<file path="src/hdl/rfht_pkg.sv">
// shared types and constants for the rise/fall health tracker
package rfht_pkg;

  // configuration register indexes
  localparam int unsigned CFG_IDX_W = 2;
  localparam logic [CFG_IDX_W-1:0] REG_RISE    = 2'd0;
  localparam logic [CFG_IDX_W-1:0] REG_FALL    = 2'd1;
  localparam logic [CFG_IDX_W-1:0] REG_TIMEOUT = 2'd2;
  localparam int unsigned CFG_DATA_W = 16;

  // transition codes
  localparam logic [1:0] TR_NONE = 2'd0;
  localparam logic [1:0] TR_UP   = 2'd1;
  localparam logic [1:0] TR_DOWN = 2'd2;

  // widest index the item can carry
  localparam int unsigned IDX_W     = 4;
  localparam int unsigned IDX_RANGE = 16;

  localparam logic [7:0] CNT_MAX = 8'hff;

  typedef struct packed {
    logic [3:0]  server_index;
    logic        connect_ok;
    logic [15:0] elapsed_seconds;
  } in_item_t;

  typedef struct packed {
    logic [3:0] result_server;
    logic       server_down;
    logic [7:0] server_weight;
    logic       fail_mark;
    logic [1:0] transition;
  } out_item_t;

  // one health record in the table
  typedef struct packed {
    logic [7:0] success_count;
    logic [7:0] failure_count;
    logic       down_flag;
    logic [7:0] weight;
    logic       fail_flag;
  } rec_t;

  // live configuration values
  typedef struct packed {
    logic [7:0]  rise_threshold;
    logic [7:0]  fall_threshold;
    logic [15:0] timeout_seconds;
  } cfg_t;

  // saturating increment of an 8-bit counter
  function automatic logic [7:0] sat_inc(input logic [7:0] v);
    sat_inc = (v == CNT_MAX) ? CNT_MAX : v + 8'd1;
  endfunction

endpackage

</file>
<file path="src/hdl/rise_fall_health_tracker.sv">
// Per-server rise/fall health tracker. Each item is one finished probe; a probe is a success
// when connect_ok is set and elapsed_seconds is below timeout_seconds, otherwise a failure.
// Every item gives exactly one result item carrying the server's down flag, weight, fail mark
// and transition after the probe. Records live in a one-read, one-write memory with a
// registered read: an item is read when accepted, then updated and written back once the
// output takes its result; a write to the same entry is forwarded into the read, so one
// item is taken every cycle unless the output stalls. Results pass the update stage and
// the output register. With no clearing pass, the table reads as all servers up with
// weight 0 after reset. Servers at or above SERVERS change nothing and get zeroed status.
module rise_fall_health_tracker #(
  parameter int unsigned SERVERS = 16
) (
  input  logic                              clk,
  input  logic                              rst,
  input  logic                              cfg_write,
  input  logic [rfht_pkg::CFG_IDX_W-1:0]    cfg_index,
  input  logic [rfht_pkg::CFG_DATA_W-1:0]   cfg_data,
  input  logic                              in_valid,
  output logic                              in_stall,
  input  rfht_pkg::in_item_t                in_item,
  output logic                              out_valid,
  input  logic                              out_stall,
  output rfht_pkg::out_item_t               out_item
);

  // only the first sixteen entries are reachable by the index field
  localparam int unsigned DEPTH = (SERVERS < rfht_pkg::IDX_RANGE) ? SERVERS
                                                                  : rfht_pkg::IDX_RANGE;
  localparam int unsigned AW    = (DEPTH > 1) ? $clog2(DEPTH) : 1;

  rfht_pkg::cfg_t      cfg;
  rfht_pkg::rec_t      rd_rec;
  rfht_pkg::rec_t      rec_next;
  rfht_pkg::out_item_t result;

  logic                in_accept;
  logic                in_range_a;
  logic [AW-1:0]       rd_addr;
  logic                upd_valid;
  logic                upd_go;
  logic                upd_in_range;
  rfht_pkg::in_item_t  upd_item;
  logic [AW-1:0]       upd_addr;

  rfht_cfg_regs u_cfg (
    .clk       (clk),
    .rst       (rst),
    .cfg_write (cfg_write),
    .cfg_index (cfg_index),
    .cfg_data  (cfg_data),
    .cfg       (cfg)
  );

  // read stage
  assign in_range_a = ({{(32 - rfht_pkg::IDX_W){1'b0}}, in_item.server_index} < SERVERS);
  assign rd_addr    = in_range_a ? AW'(in_item.server_index) : '0;
  assign upd_go     = upd_valid && (!out_valid || !out_stall);
  assign in_stall   = upd_valid && !upd_go;
  assign in_accept  = in_valid && !in_stall;

  rfht_table #(
    .DEPTH (DEPTH),
    .AW    (AW)
  ) u_table (
    .clk     (clk),
    .rst     (rst),
    .rd_en   (in_accept),
    .rd_addr (rd_addr),
    .rd_data (rd_rec),
    .wr_en   (upd_go && upd_in_range),
    .wr_addr (upd_addr),
    .wr_data (rec_next)
  );

  // update stage control
  always_ff @(posedge clk) begin
    if (rst) begin
      upd_valid <= 1'b0;
    end else if (in_accept) begin
      upd_valid <= 1'b1;
    end else if (upd_go) begin
      upd_valid <= 1'b0;
    end
  end

  // update stage payload
  always_ff @(posedge clk) begin
    if (in_accept) begin
      upd_item     <= in_item;
      upd_in_range <= in_range_a;
      upd_addr     <= rd_addr;
    end
  end

  rfht_update u_update (
    .rec      (rd_rec),
    .item     (upd_item),
    .in_range (upd_in_range),
    .cfg      (cfg),
    .rec_next (rec_next),
    .result   (result)
  );

  // output register
  always_ff @(posedge clk) begin
    if (rst) begin
      out_valid <= 1'b0;
    end else if (upd_go) begin
      out_valid <= 1'b1;
    end else if (!out_stall) begin
      out_valid <= 1'b0;
    end
  end

  always_ff @(posedge clk) begin
    if (upd_go) begin
      out_item <= result;
    end
  end

  // a server that came up is never reported down or fail-marked
  a_up_clean: assert property (@(posedge clk) disable iff (rst)
    out_valid && (out_item.transition == rfht_pkg::TR_UP)
      |-> !out_item.server_down && !out_item.fail_mark)
    else $error("up transition with down flag or fail mark");

  // a server that went down has weight zero and both flags set
  a_down_state: assert property (@(posedge clk) disable iff (rst)
    out_valid && (out_item.transition == rfht_pkg::TR_DOWN)
      |-> out_item.server_down && out_item.fail_mark && (out_item.server_weight == 8'd0))
    else $error("down transition with inconsistent record");

  // an item finishing its update is registered as a result on the next edge
  a_upd_to_out: assert property (@(posedge clk) disable iff (rst)
    upd_go |=> out_valid && (out_item == $past(result)))
    else $error("updated item not moved to output");

  // the update stage holds its item while the output is blocked
  a_upd_hold: assert property (@(posedge clk) disable iff (rst)
    upd_valid && out_valid && out_stall |=> upd_valid && $stable(upd_item))
    else $error("update stage lost item under stall");

endmodule

</file>
<file path="src/hdl/rfht_cfg_regs.sv">
// configuration registers: thresholds and timeout
module rfht_cfg_regs (
  input  logic                              clk,
  input  logic                              rst,
  input  logic                              cfg_write,
  input  logic [rfht_pkg::CFG_IDX_W-1:0]    cfg_index,
  input  logic [rfht_pkg::CFG_DATA_W-1:0]   cfg_data,
  output rfht_pkg::cfg_t                    cfg
);

  // register write, unknown indexes ignored
  always_ff @(posedge clk) begin
    if (rst) begin
      cfg.rise_threshold  <= 8'd2;
      cfg.fall_threshold  <= 8'd3;
      cfg.timeout_seconds <= 16'd5;
    end else if (cfg_write) begin
      case (cfg_index)
        rfht_pkg::REG_RISE:    cfg.rise_threshold  <= cfg_data[7:0];
        rfht_pkg::REG_FALL:    cfg.fall_threshold  <= cfg_data[7:0];
        rfht_pkg::REG_TIMEOUT: cfg.timeout_seconds <= cfg_data[15:0];
        default: ;
      endcase
    end
  end

endmodule

</file>
<file path="src/hdl/rfht_table.sv">
// health record memory with valid bits and write-to-read forwarding
module rfht_table #(
  parameter int unsigned DEPTH = 16,
  parameter int unsigned AW    = 4
) (
  input  logic              clk,
  input  logic              rst,
  input  logic              rd_en,
  input  logic [AW-1:0]     rd_addr,
  output rfht_pkg::rec_t    rd_data,
  input  logic              wr_en,
  input  logic [AW-1:0]     wr_addr,
  input  rfht_pkg::rec_t    wr_data
);

  rfht_pkg::rec_t   mem [DEPTH];
  logic [DEPTH-1:0] valid;

  // memory write
  always_ff @(posedge clk) begin
    if (wr_en) begin
      mem[wr_addr] <= wr_data;
    end
  end

  // entry valid bits, cleared at reset
  always_ff @(posedge clk) begin
    if (rst) begin
      valid <= '0;
    end else if (wr_en) begin
      valid[wr_addr] <= 1'b1;
    end
  end

  // registered read; a write to the same entry this cycle wins
  always_ff @(posedge clk) begin
    if (rd_en) begin
      if (wr_en && (wr_addr == rd_addr)) begin
        rd_data <= wr_data;
      end else if (valid[rd_addr]) begin
        rd_data <= mem[rd_addr];
      end else begin
        rd_data <= '0;
      end
    end
  end

endmodule

</file>
<file path="src/hdl/rfht_update.sv">
// record update: classify the probe and apply rise/fall rules
module rfht_update (
  input  rfht_pkg::rec_t      rec,
  input  rfht_pkg::in_item_t  item,
  input  logic                in_range,
  input  rfht_pkg::cfg_t      cfg,
  output rfht_pkg::rec_t      rec_next,
  output rfht_pkg::out_item_t result
);

  logic       success;
  logic [7:0] succ_inc;
  logic [7:0] fail_inc;
  logic [1:0] trans;

  assign success  = item.connect_ok && (item.elapsed_seconds < cfg.timeout_seconds);
  assign succ_inc = rfht_pkg::sat_inc(rec.success_count);
  assign fail_inc = rfht_pkg::sat_inc(rec.failure_count);

  // next record and transition
  always_comb begin
    rec_next = rec;
    trans    = rfht_pkg::TR_NONE;
    if (success) begin
      rec_next.success_count = succ_inc;
      if (rec.down_flag && (succ_inc >= cfg.rise_threshold)) begin
        rec_next.weight        = rfht_pkg::sat_inc(rec.weight);
        rec_next.down_flag     = 1'b0;
        rec_next.fail_flag     = 1'b0;
        rec_next.success_count = '0;
        rec_next.failure_count = '0;
        trans                  = rfht_pkg::TR_UP;
      end
    end else begin
      rec_next.failure_count = fail_inc;
      if (!rec.down_flag && (fail_inc >= cfg.fall_threshold)) begin
        rec_next.weight        = '0;
        rec_next.down_flag     = 1'b1;
        rec_next.fail_flag     = 1'b1;
        rec_next.success_count = '0;
        rec_next.failure_count = '0;
        trans                  = rfht_pkg::TR_DOWN;
      end
    end
  end

  // result item, all zero but for the server index for a server outside the table
  always_comb begin
    result.result_server = item.server_index;
    if (in_range) begin
      result.server_down   = rec_next.down_flag;
      result.server_weight = rec_next.weight;
      result.fail_mark     = rec_next.fail_flag;
      result.transition    = trans;
    end else begin
      result.server_down   = 1'b0;
      result.server_weight = '0;
      result.fail_mark     = 1'b0;
      result.transition    = rfht_pkg::TR_NONE;
    end
  end

endmodule
</file>
<file path="config.mk">
export PLATFORM = sky130hd
export DESIGN_NAME = rise_fall_health_tracker
export DESIGN_NICKNAME = d
export VERILOG_FILES = /design/src/hdl/rfht_pkg.sv /design/src/hdl/rise_fall_health_tracker.sv /design/src/hdl/rfht_cfg_regs.sv /design/src/hdl/rfht_table.sv /design/src/hdl/rfht_update.sv
export SDC_FILE = /design/constraint.sdc
export NUM_CORES = 1
export LEC_CHECK = 0
export ABC_AREA = 1
export BUFFER_PORTS_ARGS = -buffer_cell sky130_fd_sc_hd__buf_2
export CORE_ASPECT_RATIO = 1.1
export CORE_MARGIN = 2
export CORE_UTILIZATION = 25
export DETAILED_ROUTE_END_ITERATION = 16
export GPL_TIMING_DRIVEN = 0
export MAX_ROUTING_LAYER = met4
export PLACE_DENSITY = 0.4
export SLEW_MARGIN = 10
export SYNTH_ARGS = -nofsm -noshare
export SYNTH_HDL_FRONTEND = slang
export SYNTH_SLANG_ARGS = --single-unit
</file>
<file path="constraint.sdc">
create_clock -name clk -period 3.4 [get_ports clk]
set_clock_uncertainty 0.05 [all_clocks]
set_input_delay 0.17 -clock clk [delete_from_list [all_inputs] [get_ports clk]]
set_output_delay 0.17 -clock clk [all_outputs]
set_load 0.1 [all_outputs]
</file>
### Word level (Yosys, flattened, before mapping)

Memory sizes are Yosys's and may differ from the RTL's.
Cells that the tools add are included.
Widths: inputs -> output; s select.

| storage, ports and cells | value |
|---|---|
| flip-flop bits (word level) | 113 |
| memory bits (writable) | 416 |
| bits of input ports | 44 |
| output and inout bits | 18 |
| word-level logic and storage cells | 77 |
| memories | 1 |

| cells by class | value |
|---|---|
| $add $sub $neg | 3 |
| order comparisons | 6 |
| equality and inequality tests | 7 |
| multiplexer cells | 21 |
| bitwise gates (word level) | 1 |
| reduce and logical (&&, ||, !) cells | 19 |

Memories:

| memory | words | bits a word | rd ports | clocked after Yosys merged registers in | wr ports | line | text |
|---|---|---|---|---|---|---|---|
| u_table.mem | 16 | 26 | 1 | 0 | 1 | rfht_table.sv:16 | `rfht_pkg::rec_t mem [DEPTH];` |

Operators by type and width:

| operator | number |
|---|---|
| $mux 26 | 5 |
| $add 8x1->8 const B | 3 |
| $eq 8x8->1 const B | 3 |
| $mux 8 | 3 |
| $ge 8x8->1 | 2 |
| $lt 16x16->1 | 1 |
| $or 16x16->16 | 1 |
| $lt 4x5->1 const B | 2 |
| $mux 1 | 9 |
| $logic_and 1x1->1 | 8 |
| $reduce_and 2->1 | 3 |
| $logic_not 1->1 | 5 |
| $bmux 1 s4 | 1 |
| $demux 1 s4 | 1 |
| $eq 4x4->1 | 1 |
| $ge 4x1->1 const B | 1 |
| $mux 2 | 2 |
| $eq 2x1->1 const B | 1 |
| $eq 2x2->1 const B | 1 |
| $logic_not 2->1 | 1 |
| $ne 2x1->1 const B | 1 |
| $reduce_bool 2->1 | 1 |
| $logic_or 1x1->1 | 1 |

### Longest topological paths before layout

| depth | value |
|---|---|
| word-level depth | 8 |
| mapped depth | 24 |
| depth with buffers taken out | 23 |

### Modules after synthesis

Synthesis repeated with hierarchy kept, for this count alone.

| second synthesis, totals | value |
|---|---|
| cell total of the unflattened synthesis | 2571 |
| area total of the unflattened synthesis | 24613.6 sq um |

By module, submodules not included:

| module | instances | cells each | area an instance (sq um) | seq. area each (sq um) |
|---|---|---|---|---|
| rfht_table | 1 | 1922 | 19911.6 | 13593.0 |
| rfht_update | 1 | 400 | 2119.5 | 0.0 |
| rfht_cfg_regs | 1 | 199 | 1376.3 | 640.6 |
| rise_fall_health_tracker | 1 | 50 | 1206.2 | 1151.1 |

### Worst setup path before layout

OpenSTA, ideal clock, no wires.

| path | value |
|---|---|
| path kind | register -> register |
| start point | reg out_valid |
| end point | reg u_table.rd_data[0] in the netlist's numbering, enable pin |
| setup time | 0.468 ns |
| data arrival time | 3.268 ns |
| data required time | 2.882 ns |
| path slack | -0.386 ns |
| cell stages (with the launch flop) | 6 |
| path buffers | 0 |
| clock period less this slack | 3.786 ns |
| cells stage by stage | dfxtp_1 -> nand2_1 -> nor2_1 -> inv_1 -> nand2_1 -> inv_1 |

| between the ends | value |
|---|---|
| longest elaborated chain between the ends | 7 |

Ends and longest elaborated chain:

| item | line | text |
|---|---|---|
| start: declaration | rise_fall_health_tracker.sv:21 | `output logic out_valid,` |
| start signal: assignment | rise_fall_health_tracker.sv:107 | `out_valid <= 1'b0;` |
| start signal: assignment | rise_fall_health_tracker.sv:109 | `out_valid <= 1'b1;` |
| start signal: assignment | rise_fall_health_tracker.sv:111 | `out_valid <= 1'b0;` |
| $logic_not 1->1 | rise_fall_health_tracker.sv:57 | `assign upd_go = upd_valid && (!out_valid \|\| !out_stall);` |
| $logic_or 1x1->1 | rise_fall_health_tracker.sv:57 |  |
| $logic_and 1x1->1 | rise_fall_health_tracker.sv:57 |  |
| $logic_not 1->1 | rise_fall_health_tracker.sv:58 | `assign in_stall = upd_valid && !upd_go;` |
| $logic_and 1x1->1 | rise_fall_health_tracker.sv:58 |  |
| named net in_stall | rise_fall_health_tracker.sv:19 | `output logic in_stall,` |
| $logic_not 1->1 | rise_fall_health_tracker.sv:59 | `assign in_accept = in_valid && !in_stall;` |
| $logic_and 1x1->1 | rise_fall_health_tracker.sv:59 |  |
| named net in_accept | rise_fall_health_tracker.sv:36 | `logic in_accept;` |
| end signal: assignment | rfht_table.sv:39 | `rd_data <= wr_data;` |
| end signal: assignment | rfht_table.sv:41 | `rd_data <= mem[rd_addr];` |
| end: declaration | rfht_table.sv:10 | `output rfht_pkg::rec_t rd_data,` |

The timed path passes the listed nets, and every way through them passes these cells.
A chain may end at the register's enable or synchronous reset.

==> flow_results.xml <==
<?xml version="1.0" encoding="UTF-8"?>
<metrics>
  <group name="power">
    <metric name="max-vdd-ir-drop" unit="uV">380</metric>
    <metric name="power_density" unit="nW/um2">575</metric>
    <metric name="leakagePower" unit="uW">0.00955</metric>
  </group>
  <group name="synth">
    <metric name="post_synth_inst_count" unit="">1920</metric>
    <metric name="netlist.area_leader.share" unit="%">64.7</metric>
    <metric name="netlist-cell-type-count" unit="">38</metric>
    <metric name="synth_flop_cell" unit="">sky130_fd_sc_hd__edfxtp_1</metric>
    <metric name="mappedNetlistNets" unit="">1998</metric>
    <metric name="synth_top_cell_by_area" unit="">sky130_fd_sc_hd__edfxtp_1</metric>
    <metric name="yosysWarningCount" unit="">0</metric>
    <metric name="synthTopCellsByArea" unit="">sky130_fd_sc_hd__edfxtp_1 65%, sky130_fd_sc_hd__o21ai_0 5.3%, sky130_fd_sc_hd__nor2_1 5.2%</metric>
    <metric name="synth-seq-area-share" unit="%">69.2</metric>
    <metric name="number_of_enable_flip_flop_cells_after_synthesis" unit="">479</metric>
    <metric name="ys_seq_elements" unit="">529</metric>
    <metric name="synth_async_sr_flop_share" unit="%">0</metric>
    <metric name="syn_area" unit="um2">22200</metric>
    <metric name="avgSynthCellArea" unit="um2">11.6</metric>
  </group>
  <group name="sta">
    <metric name="worstMarginPinSlew" unit="ps">1210</metric>
    <metric name="max-slew-margin-rel" unit="%">19.4</metric>
    <metric name="highest_achievable_clock_rate" unit="GHz">0.312</metric>
    <metric name="finalCriticalPeriod" unit="ps">3200</metric>
    <metric name="setup_repair_after_global_routing_missed_its_margin" unit="">false</metric>
    <metric name="timing.final.crit_share" unit="%">94.2</metric>
    <metric name="finalHoldViolations" unit="">0</metric>
    <metric name="setup_viol" unit="">0</metric>
    <metric name="totalNegativeSetupSlack" unit="ps">0</metric>
    <metric name="finalMaxSlewViolations" unit="">0</metric>
    <metric name="fin_ws" unit="ps">196</metric>
  </group>
  <group name="global_route">
    <metric name="first_pass_grt_wire_length" unit="mm">111</metric>
    <metric name="grt_overflow" unit="">0</metric>
    <metric name="pin_count_of_the_biggest_net_entering_global_routing" unit="">28</metric>
    <metric name="global_route_total_usage_across_every_layer" unit="%">17.4</metric>
    <metric name="grt_pass1_vias" unit="">15700</metric>
    <metric name="antenna_found_initial" unit="">1</metric>
  </group>
  <group name="clocking">
    <metric name="clock_slew_at_the_register_clock_pins_of_the_worst_setup_and_hold_paths" unit="ps">60</metric>
    <metric name="cts_tree" unit="">yes</metric>
    <metric name="clock_tree.root_cell" unit="">sky130_fd_sc_hd__clkbuf_16</metric>
    <metric name="cts.htree.levels" unit="">2</metric>
    <metric name="cts.sinks" unit="">529</metric>
    <metric name="number_of_buffers_created_by_cts" unit="">60</metric>
    <metric name="clock_insertion_delay_worst_skew" unit="ps">640</metric>
    <metric name="cts_max_path_buffers" unit="">3</metric>
  </group>
  <group name="drt">
    <metric name="totalWireLength" unit="mm">78.3</metric>
    <metric name="drt_pre_antenna_iters" unit="">5</metric>
    <metric name="post_drt_via_cell_ratio" unit="">4.78</metric>
    <metric name="via_count" unit="">15900</metric>
    <metric name="drt-initial-drc-count" unit="">1228</metric>
    <metric name="drcViolationCount" unit="">0</metric>
    <metric name="wl_per_cell" unit="um">23.5</metric>
    <metric name="postRouteAntennaNets" unit="">0</metric>
  </group>
  <group name="worst_setup_path">
    <metric name="crit_type" unit="">reg -&gt; reg</metric>
    <metric name="critical_path.max_fanout" unit="">10</metric>
    <metric name="worstSetupStartpointType" unit="">flip-flop</metric>
    <metric name="critPathCaptureType" unit="">flip-flop</metric>
    <metric name="worst_ep_arrival_time" unit="ps">3640</metric>
    <metric name="critical_path_required" unit="ps">3840</metric>
  </group>
  <group name="layout">
    <metric name="final_common_cell" unit="">sky130_fd_sc_hd__edfxtp_1</metric>
    <metric name="fin_cells" unit="">3334</metric>
    <metric name="drive_above_1_share" unit="%">13.3</metric>
    <metric name="mostFrequentLayoutCells" unit="">479 x sky130_fd_sc_hd__edfxtp_1, 289 x sky130_fd_sc_hd__nor2_1, 242 x sky130_fd_sc_hd__nand2_1</metric>
    <metric name="n_fill_cell" unit="">8948</metric>
    <metric name="num-nets-final" unit="">2200</metric>
    <metric name="multi_input_area" unit="um2">6320</metric>
    <metric name="seqCellArea" unit="um2">15400</metric>
    <metric name="synthToLayoutAreaGrowth" unit="%">22.7</metric>
    <metric name="final_cell_area" unit="um2">27300</metric>
  </group>
  <group name="floorplanning">
    <metric name="boundaryPins" unit="">62</metric>
    <metric name="die_y" unit="um">317</metric>
    <metric name="die_area" unit="um2">91300</metric>
    <metric name="overall_die_width" unit="um">288</metric>
    <metric name="std_cell_rows" unit="">114</metric>
    <metric name="effective_utilization_at_floorplan" unit="%">25.3</metric>
    <metric name="floorplan.core_area" unit="um2">88000</metric>
  </group>
  <group name="run_status">
    <metric name="run_status" unit="">complete, no violations</metric>
  </group>
  <group name="placed_design">
    <metric name="dp_hpwl" unit="mm">53.7</metric>
    <metric name="dpl_cell_area" unit="um2">24500</metric>
    <metric name="placedCellCount" unit="">3158</metric>
    <metric name="numPortBuffers" unit="">60</metric>
    <metric name="finalWeightedCongestion" unit="">0.796</metric>
    <metric name="detailedPlace.worstSlack" unit="ps">-758</metric>
  </group>
  <group name="run">
    <metric name="drv_cap" unit="">0</metric>
  </group>
  <group name="worst_hold_path">
    <metric name="hold_path_class" unit="">in -&gt; reg</metric>
  </group>
</metrics>
==> worst max-delay path: stages, from the launching register on <==
cell                       delay [ps]
sky130_fd_sc_hd__edfxtp_1         430
sky130_fd_sc_hd__ha_2             220
sky130_fd_sc_hd__nand2_1          100
sky130_fd_sc_hd__inv_1             80
sky130_fd_sc_hd__nand3_2           80
sky130_fd_sc_hd__inv_1             50
sky130_fd_sc_hd__nand2_2           80
sky130_fd_sc_hd__inv_1             60
sky130_fd_sc_hd__or2_2            290
sky130_fd_sc_hd__ha_1             290
sky130_fd_sc_hd__nand2_1           50
sky130_fd_sc_hd__nand3_1           70
sky130_fd_sc_hd__nand2_1           50
sky130_fd_sc_hd__nand2_1          100
sky130_fd_sc_hd__nand2_4           90
sky130_fd_sc_hd__nand2_8           90
sky130_fd_sc_hd__nand2_8           70
sky130_fd_sc_hd__buf_8            160
sky130_fd_sc_hd__nand2_1           90
sky130_fd_sc_hd__a21boi_4         330
sky130_fd_sc_hd__buf_8            200
==> per-layer routing <==
layer / GRT usage [%] / wire [um] / share of wire, %
met1: 21.9 / 33900 / 43
met2: 28.5 / 37700 / 48
met3: 2.88 / 4530 / 5.8
met4: 5.48 / 2150 / 2.7
met5: - / 0 / 0
==> metrics by stage <==
stage	hold slack [ps]	util, %	total power, uW
floorplan	219	-	8590
global placement	300	27.3	9280
detailed placement	299	27.9	9330
CTS	14.0	30.8	15700
global route	74.9	31.0	16200
finish	45.6	31.0	15700
==> registers in the layout, indices dropped and copies added, names as in the netlist <==
register,cells
upd_valid,1
u_table.mem,416
u_table.valid,16
upd_item,17
upd_addr,4
u_cfg.cfg,32
out_valid,1
u_table.rd_data,26
out_item,16
==> worst paths after layout <==
check / slack, ps / endpoint / startpoint / cells past startpoint
setup / recovery: 200 / u_table.mem[13][0] / u_table.rd_data[10] / 20
hold / removal: 50 / u_cfg.cfg[21] / cfg_write / 6
setup reg to reg: 200 / u_table.mem[13][0] / u_table.rd_data[10] / 20
hold reg to reg: 410 / u_cfg.cfg[7] / u_cfg.cfg[7] / 2
==> synth_stat cells (3+ instances only) <==
cell and n:
sky130_fd_sc_hd__o22ai_1 6, sky130_fd_sc_hd__inv_1 89, sky130_fd_sc_hd__o211ai_1 8, sky130_fd_sc_hd__a21oi_1 43, sky130_fd_sc_hd__o21ai_1 28, sky130_fd_sc_hd__and2_1 16, sky130_fd_sc_hd__nand3_1 124, sky130_fd_sc_hd__buf_4 12
sky130_fd_sc_hd__nor2_1 308, sky130_fd_sc_hd__nand2_2 5, sky130_fd_sc_hd__o221ai_1 92, sky130_fd_sc_hd__buf_2 21, sky130_fd_sc_hd__inv_2 3, sky130_fd_sc_hd__a21boi_0 4, sky130_fd_sc_hd__edfxtp_1 479, sky130_fd_sc_hd__dfxtp_1 50
sky130_fd_sc_hd__nand2_1 259, sky130_fd_sc_hd__o21ai_0 235, sky130_fd_sc_hd__buf_6 6, sky130_fd_sc_hd__o21a_1 3, sky130_fd_sc_hd__clkbuf_1 69, sky130_fd_sc_hd__nor3_1 3, sky130_fd_sc_hd__nand4_1 4, sky130_fd_sc_hd__ha_1 34
==> final cells by class <==
cell class	instances	share of cell area, %
antenna	1	0.00918
sequential	529	56.4
multi-input combinational	1187	23.2
clock inverter	38	1.05
tap	1160	5.32
timing repair buffer	139	4.90
clock buffer	75	5.79
inverter	95	1.32
buffer	110	2.02
==> power breakdown <==
part | internal (uW) | leakage [uW] | switching [uW] | total (uW)
clock network | 3580 | 0.000917 | 2700 | 6270
logic | 513 | 0.00382 | 1390 | 1900
registers | 7450 | 0.00481 | 57.9 | 7510
total | 11500 | 0.00955 | 4140 | 15700
==> kinds of logic (layout without fill, tap and decap cells) <==
group / after synthesis / in the layout / share of synthesized area (%)
simple gates: 724 / 725 / 13.3
flops: 529 / 529 / 69.2
compound gates: 424 / 424 / 11.4
buf+inv: 205 / 457 / 4.00
fa+ha+maj: 34 / 34 / 1.91
xor+xnor: 4 / 4 / 0.158
other cells: 0 / 1 / 0
==> repair_timing <==
item	in CTS	in global routing
pin swaps	3	4
endpoints found under the setup margin	429	446
gates resized for setup	55	35
buffers inserted	4	8
hold endpoints to repair	61	0
hold buffers	48	0
gates cloned	1	1
No activity file was read; power rests on OpenSTA's default activity.
